### src/rtl/shamd_pkg.sv
`default_nettype none

package shamd_pkg;

    localparam int QUEUE_DEPTH = 2;

    typedef logic [15:0][31:0] t_words;

    typedef struct packed {
        logic   last;
        t_words words;
    } t_blk;

    localparam logic [7:0][31:0] HASH_IV = {
        32'h5be0cd19, 32'h1f83d9ab, 32'h9b05688c, 32'h510e527f,
        32'ha54ff53a, 32'h3c6ef372, 32'hbb67ae85, 32'h6a09e667
    };

    localparam logic [7:0] PAD_BYTE = 8'h80;

    function automatic logic [31:0] rotr(input logic [31:0] x, input int unsigned n);
        rotr = (x >> n) | (x << (32 - n));
    endfunction

    function automatic logic [31:0] round_k(input logic [5:0] idx);
        logic [31:0] k;
        case (idx)
            6'd0: k = 32'h428a2f98;  6'd1: k = 32'h71374491;
            6'd2: k = 32'hb5c0fbcf;  6'd3: k = 32'he9b5dba5;
            6'd4: k = 32'h3956c25b;  6'd5: k = 32'h59f111f1;
            6'd6: k = 32'h923f82a4;  6'd7: k = 32'hab1c5ed5;
            6'd8: k = 32'hd807aa98;  6'd9: k = 32'h12835b01;
            6'd10: k = 32'h243185be; 6'd11: k = 32'h550c7dc3;
            6'd12: k = 32'h72be5d74; 6'd13: k = 32'h80deb1fe;
            6'd14: k = 32'h9bdc06a7; 6'd15: k = 32'hc19bf174;
            6'd16: k = 32'he49b69c1; 6'd17: k = 32'hefbe4786;
            6'd18: k = 32'h0fc19dc6; 6'd19: k = 32'h240ca1cc;
            6'd20: k = 32'h2de92c6f; 6'd21: k = 32'h4a7484aa;
            6'd22: k = 32'h5cb0a9dc; 6'd23: k = 32'h76f988da;
            6'd24: k = 32'h983e5152; 6'd25: k = 32'ha831c66d;
            6'd26: k = 32'hb00327c8; 6'd27: k = 32'hbf597fc7;
            6'd28: k = 32'hc6e00bf3; 6'd29: k = 32'hd5a79147;
            6'd30: k = 32'h06ca6351; 6'd31: k = 32'h14292967;
            6'd32: k = 32'h27b70a85; 6'd33: k = 32'h2e1b2138;
            6'd34: k = 32'h4d2c6dfc; 6'd35: k = 32'h53380d13;
            6'd36: k = 32'h650a7354; 6'd37: k = 32'h766a0abb;
            6'd38: k = 32'h81c2c92e; 6'd39: k = 32'h92722c85;
            6'd40: k = 32'ha2bfe8a1; 6'd41: k = 32'ha81a664b;
            6'd42: k = 32'hc24b8b70; 6'd43: k = 32'hc76c51a3;
            6'd44: k = 32'hd192e819; 6'd45: k = 32'hd6990624;
            6'd46: k = 32'hf40e3585; 6'd47: k = 32'h106aa070;
            6'd48: k = 32'h19a4c116; 6'd49: k = 32'h1e376c08;
            6'd50: k = 32'h2748774c; 6'd51: k = 32'h34b0bcb5;
            6'd52: k = 32'h391c0cb3; 6'd53: k = 32'h4ed8aa4a;
            6'd54: k = 32'h5b9cca4f; 6'd55: k = 32'h682e6ff3;
            6'd56: k = 32'h748f82ee; 6'd57: k = 32'h78a5636f;
            6'd58: k = 32'h84c87814; 6'd59: k = 32'h8cc70208;
            6'd60: k = 32'h90befffa; 6'd61: k = 32'ha4506ceb;
            6'd62: k = 32'hbef9a3f7; 6'd63: k = 32'hc67178f2;
            default: k = 32'h0;
        endcase
        round_k = k;
    endfunction

endpackage

`default_nettype wire

### src/rtl/shamd_queue.sv
`default_nettype none

module shamd_queue
    import shamd_pkg::*;
#(
    parameter int DEPTH = QUEUE_DEPTH
) (
    input  wire logic  i_clk,
    input  wire logic  i_rst_n,
    input  wire t_blk  i_blk,
    input  wire logic  i_valid,
    output logic       o_ready,
    output t_blk       o_blk,
    output logic       o_valid,
    input  wire logic  i_ready
);

    localparam int PW = (DEPTH > 1) ? $clog2(DEPTH) : 1;
    localparam int CW = $clog2(DEPTH + 1);

    t_blk          r_mem [DEPTH];
    logic [PW-1:0] r_wp, n_wp;
    logic [PW-1:0] r_rp, n_rp;
    logic [CW-1:0] r_cnt, n_cnt;
    logic          push, pop;

    assign o_ready = r_cnt < CW'(DEPTH);
    assign o_valid = r_cnt != '0;
    assign o_blk   = r_mem[r_rp];
    assign push    = i_valid && o_ready;
    assign pop     = o_valid && i_ready;

    always_comb begin
        n_wp  = r_wp;
        n_rp  = r_rp;
        n_cnt = r_cnt;
        if (push) begin
            n_wp = (r_wp == PW'(DEPTH - 1)) ? '0 : r_wp + PW'(1);
        end
        if (pop) begin
            n_rp = (r_rp == PW'(DEPTH - 1)) ? '0 : r_rp + PW'(1);
        end
        if (push && !pop) begin
            n_cnt = r_cnt + CW'(1);
        end else if (pop && !push) begin
            n_cnt = r_cnt - CW'(1);
        end
    end

    always_ff @(posedge i_clk) begin
        if (!i_rst_n) begin
            r_wp  <= '0;
            r_rp  <= '0;
            r_cnt <= '0;
        end else begin
            r_wp  <= n_wp;
            r_rp  <= n_rp;
            r_cnt <= n_cnt;
        end
    end

    always_ff @(posedge i_clk) begin
        if (push) begin
            r_mem[r_wp] <= i_blk;
        end
    end

endmodule

`default_nettype wire

### config.mk
export PLATFORM = sky130hd
export DESIGN_NAME = shamd_queue
export DESIGN_NICKNAME = d
export VERILOG_FILES = /design/src/rtl/shamd_pkg.sv /design/src/rtl/shamd_queue.sv
export SDC_FILE = /design/constraint.sdc
export NUM_CORES = 1
export LEC_CHECK = 0
export ABC_AREA = 1
export BUFFER_PORTS_ARGS = -buffer_cell sky130_fd_sc_hd__buf_2
export CORE_AREA = 2 2 401 403
export CTS_CLUSTER_SIZE = 16
export DETAILED_ROUTE_END_ITERATION = 16
export DIE_AREA = 0 0 403 405
export PLACE_DENSITY = 0.47
export SYNTH_ARGS = -nofsm -noshare
export SYNTH_HDL_FRONTEND = slang
export SYNTH_SLANG_ARGS = --single-unit
### constraint.sdc
create_clock -name i_clk -period 32.7 [get_ports i_clk]
set_input_delay 3.27 -clock i_clk [delete_from_list [all_inputs] [get_ports i_clk]]
set_output_delay 3.27 -clock i_clk [all_outputs]
set_load 0.02 [all_outputs]
==> flow_summary.yaml <==
outcome:
  status: "complete, no violations"
sta:
  hold_violations: 0
  setup_slack_ps: 23910
  drv_slew: 0
  worst_slew_pin_slew_ps: 976
  finalSetupViolCount: 0
  setup_tns_ps: 0
  finalCritPeriodShare: 0.269
  period_minus_slack_ps: 8790
  skew_ps: 26.0
  fmaxAchievable_mhz: 114
  slew_headroom: 0.349
  rsz0062_at_grt: "false"
power:
  swShare: 0.306
  p_sw_uw: 1230
  p_clk_frac: 0.314
  power_density_nw_per_um2: 83.2
  vdd_drop_max_v: 0.0000406
  pwr-share-comb: 0.252
  p_leak_uw: 0.0175
  power.internal_uw: 2800
  power_frac_seq: 0.434
setup_path:
  reg2reg_setup_slack_ps: 27270
  r2r_end: "r_mem[1][138]$_DFFE_PP_"
  crit_fanout: 60
  endpoint_kind: "output port"
  cp_slowest_stage_delay_ps: 920
  crit_family: "buffers and inverters"
  reg2reg_from: "r_cnt[1]$_SDFFE_PN0P_"
  cp.arrival_ps: 5520
  rr_worst_depth: 8
  cp_slowest_cell: "dfxtp_4"
  critPathLaunchType: "flip-flop"
  cpMostUsedCell: "buf_4"
  cp_cell_sequence: "buf_4 -> buf_4 -> buf_4 -> buf_4 -> mux2_2 -> buf_2"
  criticalPathCategory: "reg -> out"
  cp_num_buf_inv: 5
  cp.required_ps: 29430
cts:
  cts_root_buffer: "clkbuf_16"
  htreeDepth: 3
  cts_tree: "built"
  path_clk_slew_ps: 60
  clock_latency_ps: 720
  cts_resized: 0
  clock_sinks: 1031
  cts_setup_buffers: 0
  postCtsHoldBufs: 0
  cts_buffers: 112
  clk_path_buf_depth: 3
synthesis:
  postSynthCellCount: 1631
  synth_fp_nets: 2149
  avgSynthCellArea_um2: 23.0
  ys_types: 14
  synth_area_um2: 37400
  seq_area_frac_synth: 0.826
  synth_warnings: 0
  synth_seq_cells: 1031
global_routing:
  antenna_found_initial: 40
  grt_max_degree: 72
  grt_overflow: 0
  grt_pass1_wl_um: 145000
  track_usage: 0.122
  grt_pass1_vias: 20333
place:
  place_inst: 4717
  post-place-ws_ps: 24370
  place_congestion: 0.818
  port_buffers: 1031
  dp_hpwl_um: 75300
worst_hold_path:
  worstHoldStart: "r_rp$_SDFFE_PN0P_"
  hold_depth: 2
  hold_path_class: "reg -> reg"
  min_to: "r_rp$_SDFFE_PN0P_"
routing:
  wl_per_cell_um: 21.4
  antenna_left: 0
  drc: 0
  dr.pass1.iters: 5
  drt_wl_total_um: 106000
  vias: 19754
  vias_per_cell: 4.00
  drtIter0Drc: 1078
floorplanning:
  ios: 1032
  rows: 147
  die_h_um: 405
  die_w_um: 403
  die_area_um2: 163000
  initial_core_util: 0.235
  core_area_um2: 159000
layout:
  fin_cells: 4934
  area_growth_pct: 29.6
  nets: 3263
  final_layout_size_suffix_gt1_frac: 0.610
run:
  drv_cap: 0
power by group through the flow:
stage / Sequential [µW] / Combinational, µW / Clock, µW
detailed placement: 1780 / 1040 / 0
global route: 1770 / 1080 / 1360
CTS: 1750 / 1040 / 1310
finish: 1750 / 1020 / 1270
floorplan: 1950 / 685 / 0
global placement: 1790 / 1040 / 0
registers in the layout (all words and copies together) (netlist names), named ones only:
name and flops:
r_cnt 2, r_mem 1026, r_rp 1, r_wp 1
worst max-delay path by stage:
| stage | from | to | slack [ps] | cells after the start |
|---|---|---|---|---|
| after floorplan | i_valid | r_mem[0][0]$_DFFE_PP_ | 6700 | 2 |
| after global placement | i_valid | r_mem[1][141]$_DFFE_PP_ | 24320 | 8 |
| after detailed placement | i_valid | r_mem[0][143]$_DFFE_PP_ | 24370 | 8 |
| after CTS | flip-flop | o_blk[6] | 23660 | 6 |
| after global routing | flip-flop | o_blk[6] | 23480 | 6 |
| final | flip-flop | o_blk[6] | 23910 | 6 |
kinds of logic after synthesis:
logic type,count (synthesis),share of synthesized area
AO/OA/AOI/OAI,5,0.000735
adder cells (fa/ha/maj),1,0.000334
buffers and inverters,65,0.0173
flip-flops,1031,0.826
multiplexers,513,0.154
AND/OR/NAND/NOR,16,0.00170
Yosys cell counts (all sizes together):
| cell | count | share of area |
|---|---|---|
| o21a | 1 | 0.00020 |
| inv | 8 | 0.00080 |
| edfxtp | 1026 | 0.82 |
| a21oi | 2 | 0.00027 |
| nand4 | 1 | 0.00017 |
| dfxtp | 5 | 0.0027 |
| ha | 1 | 0.00033 |
| nand3 | 1 | 0.00013 |
| nand2 | 8 | 0.00080 |
| mux2 | 513 | 0.15 |
| nor2 | 6 | 0.00060 |
| o21ai | 2 | 0.00027 |
| buf | 57 | 0.016 |
worst min-delay path, delay by kind of cell (launching register included):
kind	cells	cell delay [ps]
simple gates	2	150
flops	1	320
cell usage in the layout, fill, tap and decap left out, types with 2 or more instances in the layout:
cell and instances:
a21oi_1 2, buf_2 1031, buf_4 26, bufinv_16 15
clkbuf_1 21, clkbuf_16 112, clkinv_1 28, clkinv_2 20
clkinvlp_4 2, dfxtp_1 4, diode_2 12, edfxtp_1 1026
inv_1 8, inv_16 3, inv_6 2, mux2_2 513
nand2_1 8, nor2_1 4, nor2_4 2, o21ai_0 2
per-stage QoR:
| step | power, µW | cell area, µm² | util | hold slack, ps |
|---|---|---|---|---|
| final | 4030 | 48500 | 0.305 | 501 |
| after global routing | 4200 | 48500 | 0.304 | 560 |
| after CTS | 4100 | 48500 | 0.304 | 511 |
| after detailed placement | 2820 | 44800 | 0.281 | 495 |
| after global placement | 2820 | 44800 | 0.281 | 477 |
| after floorplan | 2640 | 37400 | - | 459 |
area by class of cell:
type / instances / area, µm²
Timing Repair Buffer: 1057 / 5360
Antenna cell: 12 / 30.0
Sequential cell: 1031 / 30900
Inverter: 8 / 30.0
Clock inverter: 72 / 787
Fill cell: 15781 / 111000
Multi-Input combinational cell: 535 / 5900
Clock buffer: 133 / 2880
Tap cell: 2086 / 2610
metal layers:
layer / GRT usage / wire (µm) / up-vias
li1: - / - / 8800
met1: 0.142 / 41500 / 9971
met2: 0.210 / 53000 / 757
met3: 0.0405 / 8380 / 186
met4: 0.0430 / 2560 / 40
met5: 0 / 241 / -
(Power assumes the default switching activity.)
