**config.mk**
```make
export PLATFORM = sky130hd
export DESIGN_NAME = shamd_back_flat
export DESIGN_NICKNAME = d
export VERILOG_FILES = /design/src/rtl/shamd_pkg.sv /design/src/rtl/shamd_if.sv /design/src/rtl/shamd_back.sv /design/src/flat_wrapper.sv
export SDC_FILE = /design/constraint.sdc
export NUM_CORES = 2
export LEC_CHECK = 0
export BUFFER_PORTS_ARGS = -buffer_cell sky130_fd_sc_hd__buf_2
export CAP_MARGIN = 20
export CORE_MARGIN = 2
export CORE_UTILIZATION = 25
export CTS_BUF_LIST = sky130_fd_sc_hd__clkbuf_4 sky130_fd_sc_hd__clkbuf_8
export DETAILED_ROUTE_END_ITERATION = 6
export HOLD_SLACK_MARGIN = 0.12
export MAX_ROUTING_LAYER = met4
export PLACE_DENSITY = 0.5
export SLEW_MARGIN = 20
export SYNTH_ARGS = -nofsm -noshare
export SYNTH_HDL_FRONTEND = slang
export SYNTH_SLANG_ARGS = --single-unit
```
**constraint.sdc**
```tcl
create_clock -name i_clk -period 16.7 [get_ports i_clk]
set_input_delay 1.67 -clock i_clk [delete_from_list [all_inputs] [get_ports i_clk]]
set_output_delay 1.67 -clock i_clk [all_outputs]
set_load 0.02 [all_outputs]
```
**src/rtl/shamd_pkg.sv**
```systemverilog
`default_nettype none

package shamd_pkg;

    localparam int QUEUE_DEPTH = 2;

    typedef logic [15:0][31:0] t_words;

    typedef struct packed {
        logic   last;
        t_words words;
    } t_blk;

    localparam logic [7:0][31:0] HASH_IV = {
        32'h5be0cd19, 32'h1f83d9ab, 32'h9b05688c, 32'h510e527f,
        32'ha54ff53a, 32'h3c6ef372, 32'hbb67ae85, 32'h6a09e667
    };

    localparam logic [7:0] PAD_BYTE = 8'h80;

    function automatic logic [31:0] rotr(input logic [31:0] x, input int unsigned n);
        rotr = (x >> n) | (x << (32 - n));
    endfunction

    function automatic logic [31:0] round_k(input logic [5:0] idx);
        logic [31:0] k;
        case (idx)
            6'd0: k = 32'h428a2f98;  6'd1: k = 32'h71374491;
            6'd2: k = 32'hb5c0fbcf;  6'd3: k = 32'he9b5dba5;
            6'd4: k = 32'h3956c25b;  6'd5: k = 32'h59f111f1;
            6'd6: k = 32'h923f82a4;  6'd7: k = 32'hab1c5ed5;
            6'd8: k = 32'hd807aa98;  6'd9: k = 32'h12835b01;
            6'd10: k = 32'h243185be; 6'd11: k = 32'h550c7dc3;
            6'd12: k = 32'h72be5d74; 6'd13: k = 32'h80deb1fe;
            6'd14: k = 32'h9bdc06a7; 6'd15: k = 32'hc19bf174;
            6'd16: k = 32'he49b69c1; 6'd17: k = 32'hefbe4786;
            6'd18: k = 32'h0fc19dc6; 6'd19: k = 32'h240ca1cc;
            6'd20: k = 32'h2de92c6f; 6'd21: k = 32'h4a7484aa;
            6'd22: k = 32'h5cb0a9dc; 6'd23: k = 32'h76f988da;
            6'd24: k = 32'h983e5152; 6'd25: k = 32'ha831c66d;
            6'd26: k = 32'hb00327c8; 6'd27: k = 32'hbf597fc7;
            6'd28: k = 32'hc6e00bf3; 6'd29: k = 32'hd5a79147;
            6'd30: k = 32'h06ca6351; 6'd31: k = 32'h14292967;
            6'd32: k = 32'h27b70a85; 6'd33: k = 32'h2e1b2138;
            6'd34: k = 32'h4d2c6dfc; 6'd35: k = 32'h53380d13;
            6'd36: k = 32'h650a7354; 6'd37: k = 32'h766a0abb;
            6'd38: k = 32'h81c2c92e; 6'd39: k = 32'h92722c85;
            6'd40: k = 32'ha2bfe8a1; 6'd41: k = 32'ha81a664b;
            6'd42: k = 32'hc24b8b70; 6'd43: k = 32'hc76c51a3;
            6'd44: k = 32'hd192e819; 6'd45: k = 32'hd6990624;
            6'd46: k = 32'hf40e3585; 6'd47: k = 32'h106aa070;
            6'd48: k = 32'h19a4c116; 6'd49: k = 32'h1e376c08;
            6'd50: k = 32'h2748774c; 6'd51: k = 32'h34b0bcb5;
            6'd52: k = 32'h391c0cb3; 6'd53: k = 32'h4ed8aa4a;
            6'd54: k = 32'h5b9cca4f; 6'd55: k = 32'h682e6ff3;
            6'd56: k = 32'h748f82ee; 6'd57: k = 32'h78a5636f;
            6'd58: k = 32'h84c87814; 6'd59: k = 32'h8cc70208;
            6'd60: k = 32'h90befffa; 6'd61: k = 32'ha4506ceb;
            6'd62: k = 32'hbef9a3f7; 6'd63: k = 32'hc67178f2;
            default: k = 32'h0;
        endcase
        round_k = k;
    endfunction

endpackage

`default_nettype wire

```
**src/rtl/shamd_if.sv**
```systemverilog
`default_nettype none


interface shamd_out_if;
    logic        valid;
    logic        ready;
    logic [31:0] digest_word;
    logic [2:0]  word_index;
    logic        last_word;

    modport source (output valid, digest_word, word_index, last_word, input ready);
    modport sink (input valid, digest_word, word_index, last_word, output ready);
endinterface

`default_nettype wire

```
**src/rtl/shamd_back.sv**
```systemverilog
`default_nettype none

module shamd_back
    import shamd_pkg::*;
(
    input  wire logic   i_clk,
    input  wire logic   i_rst_n,
    input  wire t_blk   i_blk,
    input  wire logic   i_blk_valid,
    output logic        o_blk_ready,
    shamd_out_if.source o_digest
);

    localparam logic [1:0] B_IDLE = 2'd0;
    localparam logic [1:0] B_RND  = 2'd1;
    localparam logic [1:0] B_ADD  = 2'd2;
    localparam logic [1:0] B_OUT  = 2'd3;

    logic [1:0]  r_state;
    logic [5:0]  r_rnd;
    logic        r_last;
    logic [2:0]  r_idx;
    logic [31:0] r_hash [8];
    logic [31:0] r_v [8];
    logic [31:0] r_w [16];

    logic [31:0] big_s0, big_s1, ch, maj, t1, t2;
    logic [31:0] sm_s0, sm_s1, w_new;
    logic        load, out_take;

    assign o_blk_ready = r_state == B_IDLE;
    assign load        = i_blk_valid && o_blk_ready;

    assign o_digest.valid       = r_state == B_OUT;
    assign o_digest.digest_word = r_hash[r_idx];
    assign o_digest.word_index  = r_idx;
    assign o_digest.last_word   = r_idx == 3'd7;
    assign out_take             = o_digest.valid && o_digest.ready;

    always_comb begin
        big_s1 = rotr(r_v[4], 6) ^ rotr(r_v[4], 11) ^ rotr(r_v[4], 25);
        ch     = (r_v[4] & r_v[5]) ^ (~r_v[4] & r_v[6]);
        t1     = r_v[7] + big_s1 + ch + round_k(r_rnd) + r_w[0];
        big_s0 = rotr(r_v[0], 2) ^ rotr(r_v[0], 13) ^ rotr(r_v[0], 22);
        maj    = (r_v[0] & r_v[1]) ^ (r_v[0] & r_v[2]) ^ (r_v[1] & r_v[2]);
        t2     = big_s0 + maj;
        sm_s0  = rotr(r_w[1], 7) ^ rotr(r_w[1], 18) ^ (r_w[1] >> 3);
        sm_s1  = rotr(r_w[14], 17) ^ rotr(r_w[14], 19) ^ (r_w[14] >> 10);
        w_new  = r_w[0] + sm_s0 + r_w[9] + sm_s1;
    end

    always_ff @(posedge i_clk) begin
        if (!i_rst_n) begin
            r_state <= B_IDLE;
            r_rnd   <= '0;
            r_last  <= 1'b0;
            r_idx   <= '0;
            for (int i = 0; i < 8; i++) begin
                r_hash[i] <= HASH_IV[i];
            end
        end else begin
            case (r_state)
                B_IDLE: begin
                    if (load) begin
                        r_last  <= i_blk.last;
                        r_rnd   <= '0;
                        r_state <= B_RND;
                    end
                end
                B_RND: begin
                    r_rnd <= r_rnd + 6'd1;
                    if (r_rnd == 6'd63) begin
                        r_state <= B_ADD;
                    end
                end
                B_ADD: begin
                    for (int i = 0; i < 8; i++) begin
                        r_hash[i] <= r_hash[i] + r_v[i];
                    end
                    r_idx   <= '0;
                    r_state <= r_last ? B_OUT : B_IDLE;
                end
                B_OUT: begin
                    if (out_take) begin
                        r_idx <= r_idx + 3'd1;
                        if (r_idx == 3'd7) begin
                            for (int i = 0; i < 8; i++) begin
                                r_hash[i] <= HASH_IV[i];
                            end
                            r_state <= B_IDLE;
                        end
                    end
                end
                default: begin
                    r_state <= B_IDLE;
                end
            endcase
        end
    end

    always_ff @(posedge i_clk) begin
        if (load) begin
            for (int i = 0; i < 16; i++) begin
                r_w[i] <= i_blk.words[i];
            end
            for (int i = 0; i < 8; i++) begin
                r_v[i] <= r_hash[i];
            end
        end else if (r_state == B_RND) begin
            for (int i = 0; i < 15; i++) begin
                r_w[i] <= r_w[i + 1];
            end
            r_w[15] <= w_new;
            r_v[7]  <= r_v[6];
            r_v[6]  <= r_v[5];
            r_v[5]  <= r_v[4];
            r_v[4]  <= r_v[3] + t1;
            r_v[3]  <= r_v[2];
            r_v[2]  <= r_v[1];
            r_v[1]  <= r_v[0];
            r_v[0]  <= t1 + t2;
        end
    end

endmodule

`default_nettype wire

```
**src/flat_wrapper.sv**
```systemverilog
// flat-port wrapper written by rule: the top's interface ports become plain ports
module shamd_back_flat import shamd_pkg::*;
  (i_clk, i_rst_n, i_blk, i_blk_valid, o_blk_ready, o_digest_valid, o_digest_digest_word, o_digest_word_index, o_digest_last_word, o_digest_ready);
  shamd_out_if o_digest_i ();
  input  wire logic i_clk;
  input  wire logic i_rst_n;
  input  wire t_blk i_blk;
  input  wire logic i_blk_valid;
  output logic o_blk_ready;
  output wire logic [$bits(o_digest_i.valid)-1:0] o_digest_valid;
  output wire logic [$bits(o_digest_i.digest_word)-1:0] o_digest_digest_word;
  output wire logic [$bits(o_digest_i.word_index)-1:0] o_digest_word_index;
  output wire logic [$bits(o_digest_i.last_word)-1:0] o_digest_last_word;
  input wire logic [$bits(o_digest_i.ready)-1:0] o_digest_ready;
  assign o_digest_valid = o_digest_i.valid;
  assign o_digest_digest_word = o_digest_i.digest_word;
  assign o_digest_word_index = o_digest_i.word_index;
  assign o_digest_last_word = o_digest_i.last_word;
  assign o_digest_i.ready = o_digest_ready;
  shamd_back u_core (.i_clk(i_clk), .i_rst_n(i_rst_n), .i_blk(i_blk), .i_blk_valid(i_blk_valid), .o_blk_ready(o_blk_ready), .o_digest(o_digest_i));
endmodule
```
==> results.json <==
{
  "post_cts_buffers": 0,
  "ys_seq_elements": 1071,
  "ys.flop_type": "edfxtp_1",
  "synth_most_common_cell": "nand2_1",
  "cts.htree.levels": 4,
  "die_area_mm2": 0.293,
  "netlist.area_leader.share_pct": 37.3,
  "holdPathEnd": "u_core.r_w[2][8]",
  "clock_sinks": 1071,
  "grt_max_degree": 171,
  "syn_inst": 7935,
  "clk_latency_ns": 0.98,
  "start_util_pct": 25.1,
  "grt_pass1_vias": 60326,
  "fmax_mhz": 123,
  "setup.worst_path.class": "register to register",
  "fp.dieW_um": 541,
  "hold_depth": 2,
  "crit_family": "adder cells",
  "rsz0062_at_grt": "false",
  "synthDistinctLibCells": 89,
  "cts_made_buffers": 211,
  "synth_nets": 9038,
  "cp.required_ns": 17.37,
  "grt_pass1_wl_um": 441000,
  "place_area_mm2": 0.0790,
  "hp-class": "register to register",
  "fin_setup_tns_ns": 0,
  "rows": 197,
  "critPathBufInv": 3,
  "clockBufferDepth": 4,
  "vias": 60840,
  "arrival_ns": 8.83,
  "hold_viol_final": 0,
  "r2r_slack_ns": 8.54,
  "drt-initial-drc-count": 5624,
  "fin_nets": 9484,
  "dp_hpwl_um": 242000,
  "finalWirelength_um": 312000,
  "ys_top_cells_by_area": "edfxtp_1 (37%), nand2_1 (13%), ha_1 (6.8%)",
  "reg2regPathDepth": 30,
  "r2r_start": "u_core.r_v[1][26]",
  "cts_hold_buf": 0,
  "yosysTopAreaCell": "edfxtp_1",
  "slowest_delay_ns": 0.62,
  "outcome": "finished, final reports clean",
  "globalRouteMet3Util_pct": 3.42,
  "core_mm2": 0.288,
  "crit_slowest_cell": "edfxtp_1",
  "gp_congestion": 0.943,
  "cts-resized-gates": 0,
  "die_y_um": 541,
  "port_buffers": 554,
  "setup_viol": 0,
  "crit_path_start_kind": "register",
  "slew-limit-headroom_pct": 24.2,
  "synth_async_sr_flop_share_pct": 0,
  "grt_use_total_pct": 21.3,
  "viasPerCell": 4.91,
  "drcViolationCount": 0,
  "cts_root_buf": "clkbuf_8",
  "synth_warnings": 0,
  "critical_path.endpoint_type": "register",
  "stdcell_area_mm2": 0.0833,
  "io_pins": 555,
  "cap_viol_max_count": 0,
  "ant_nets": 0,
  "wl_per_cell_um": 25.2,
  "slew_viol_final": 0,
  "cts_tree": "done",
  "antenna_found_initial": 79,
  "use_met2_pct": 35.0,
  "tightestPinTransition_ns": 1.13,
  "grt.busiest_layer": "met2",
  "fin_crit_sh_pct": 48.9,
  "min_period_ns": 8.16,
  "synth.avg_cell_area_um2": 9.10,
  "grt_overflow": 0,
  "drive_gt1_share_pct": 13.0,
  "synth-edff-count": 896,
  "synth_common_cells": "nand2_1 (2,519), edfxtp_1 (896), a21oi_1 (404)",
  "area_growth_pct": 15.4,
  "worstPathMaxFanout": 6,
  "finClkSkew_ns": 0.0881,
  "ys_seq_area_share_pct": 42.1,
  "syn_area_mm2": 0.0722,
  "min_from": "u_core.r_w[3][8]",
  "clkTransAtPathRegs_ns": 0.06,
  "r2r-end": "u_core.r_v[0][30]",
  "first_pass_iters": 6,
  "grt_util_met1_pct": 26.5
}
==> kinds of logic (layout without fill, tap and decap cells) <==
| family | count (synthesis) | in the layout | synth area share (%) |
|---|---|---|---|
| compound gates | 1494 | 1494 | 13.1 |
| buf+inv | 787 | 1390 | 4.10 |
| flops | 1071 | 1071 | 42.1 |
| mux | 145 | 145 | 3.18 |
| xor+xnor | 557 | 557 | 6.78 |
| fa+ha+maj | 590 | 590 | 12.2 |
| simple gates | 3291 | 3291 | 18.5 |
| other cells | 0 | 66 | 0 |
==> metal layers <==
layer  up-vias  wire length [um]
li1      28323                 -
met1     29907            133000
met2      2199            149000
met3       411             18400
met4         0             11700
met5         -                 0
==> sequential cells by signal, indices dropped and copies added, names as in the netlist, named ones only <==
register and count:
u_core.o_digest.word_index 3, u_core.r_hash 256, u_core.r_last 1, u_core.r_rnd 6
u_core.r_state 2, u_core.r_v 256, u_core.r_w 512
==> layout by cell type, fill, tap and decap left out, drive strengths merged, types with 21 or more instances in the layout <==
cell,count
fa,195
o31ai,26
nor3,74
xnor2,344
nor2b,41
o21a,59
and2,22
nand4,27
and3,34
ha,391
buf,635
nand3,100
mux2,35
nand2,2519
a31oi,49
mux4,64
dfxtp,175
clkbuf,289
mux2i,46
diode,66
nand2b,61
nor2,324
a211o,21
o21ai,382
a211oi,72
o211ai,70
clkinv,67
a21oi,404
inv,388
edfxtp,896
xor2,212
a21o,180
o21bai,51
==> final cells by class <==
type | instances | area, um^2
Antenna cell | 66 | 165
Clock buffer | 289 | 3560
Clock inverter | 81 | 622
Fill cell | 30533 | 204000
Inverter | 385 | 1450
Multi-Input combinational cell | 6077 | 38900
Sequential cell | 1071 | 30400
Tap cell | 3781 | 4730
Timing Repair Buffer | 635 | 3460
==> worst max-delay path by stage <==
stage	from	to	slack (ns)	cells past startpoint
after floorplan	i_blk_valid	u_core.r_v[0][0]	2.53	2
after global placement	u_core.r_v[1][26]	u_core.r_v[0][31]	8.47	29
after detailed placement	u_core.r_v[1][26]	u_core.r_v[0][31]	8.53	29
after CTS	u_core.r_v[1][26]	u_core.r_v[0][30]	8.58	30
after global routing	u_core.r_v[1][26]	u_core.r_v[0][30]	7.99	30
final	u_core.r_v[1][26]	u_core.r_v[0][30]	8.54	30
==> through the flow <==
stage | std cells | util (%) | setup slack, ns | hold WS, ns
CTS | 12319 | 28.9 | 8.58 | 0.468
floorplan | 7935 | - | 2.53 | 0.456
detailed placement | 11949 | 27.5 | 8.53 | 0.481
finish | 12385 | 29.0 | 8.54 | 0.492
global route | 12373 | 29.0 | 7.99 | 0.496
global placement | 11949 | 27.5 | 8.47 | 0.476
==> worst min-delay path: stages, from the launching register on <==
cell and delay [ns]:
edfxtp_1 0.32, nand2_1 0.04, nand2_1 0.05
Power is left out: the tool's default activity adds up to more than one toggle a clock period on the data nets, which glitch-free logic cannot reach.
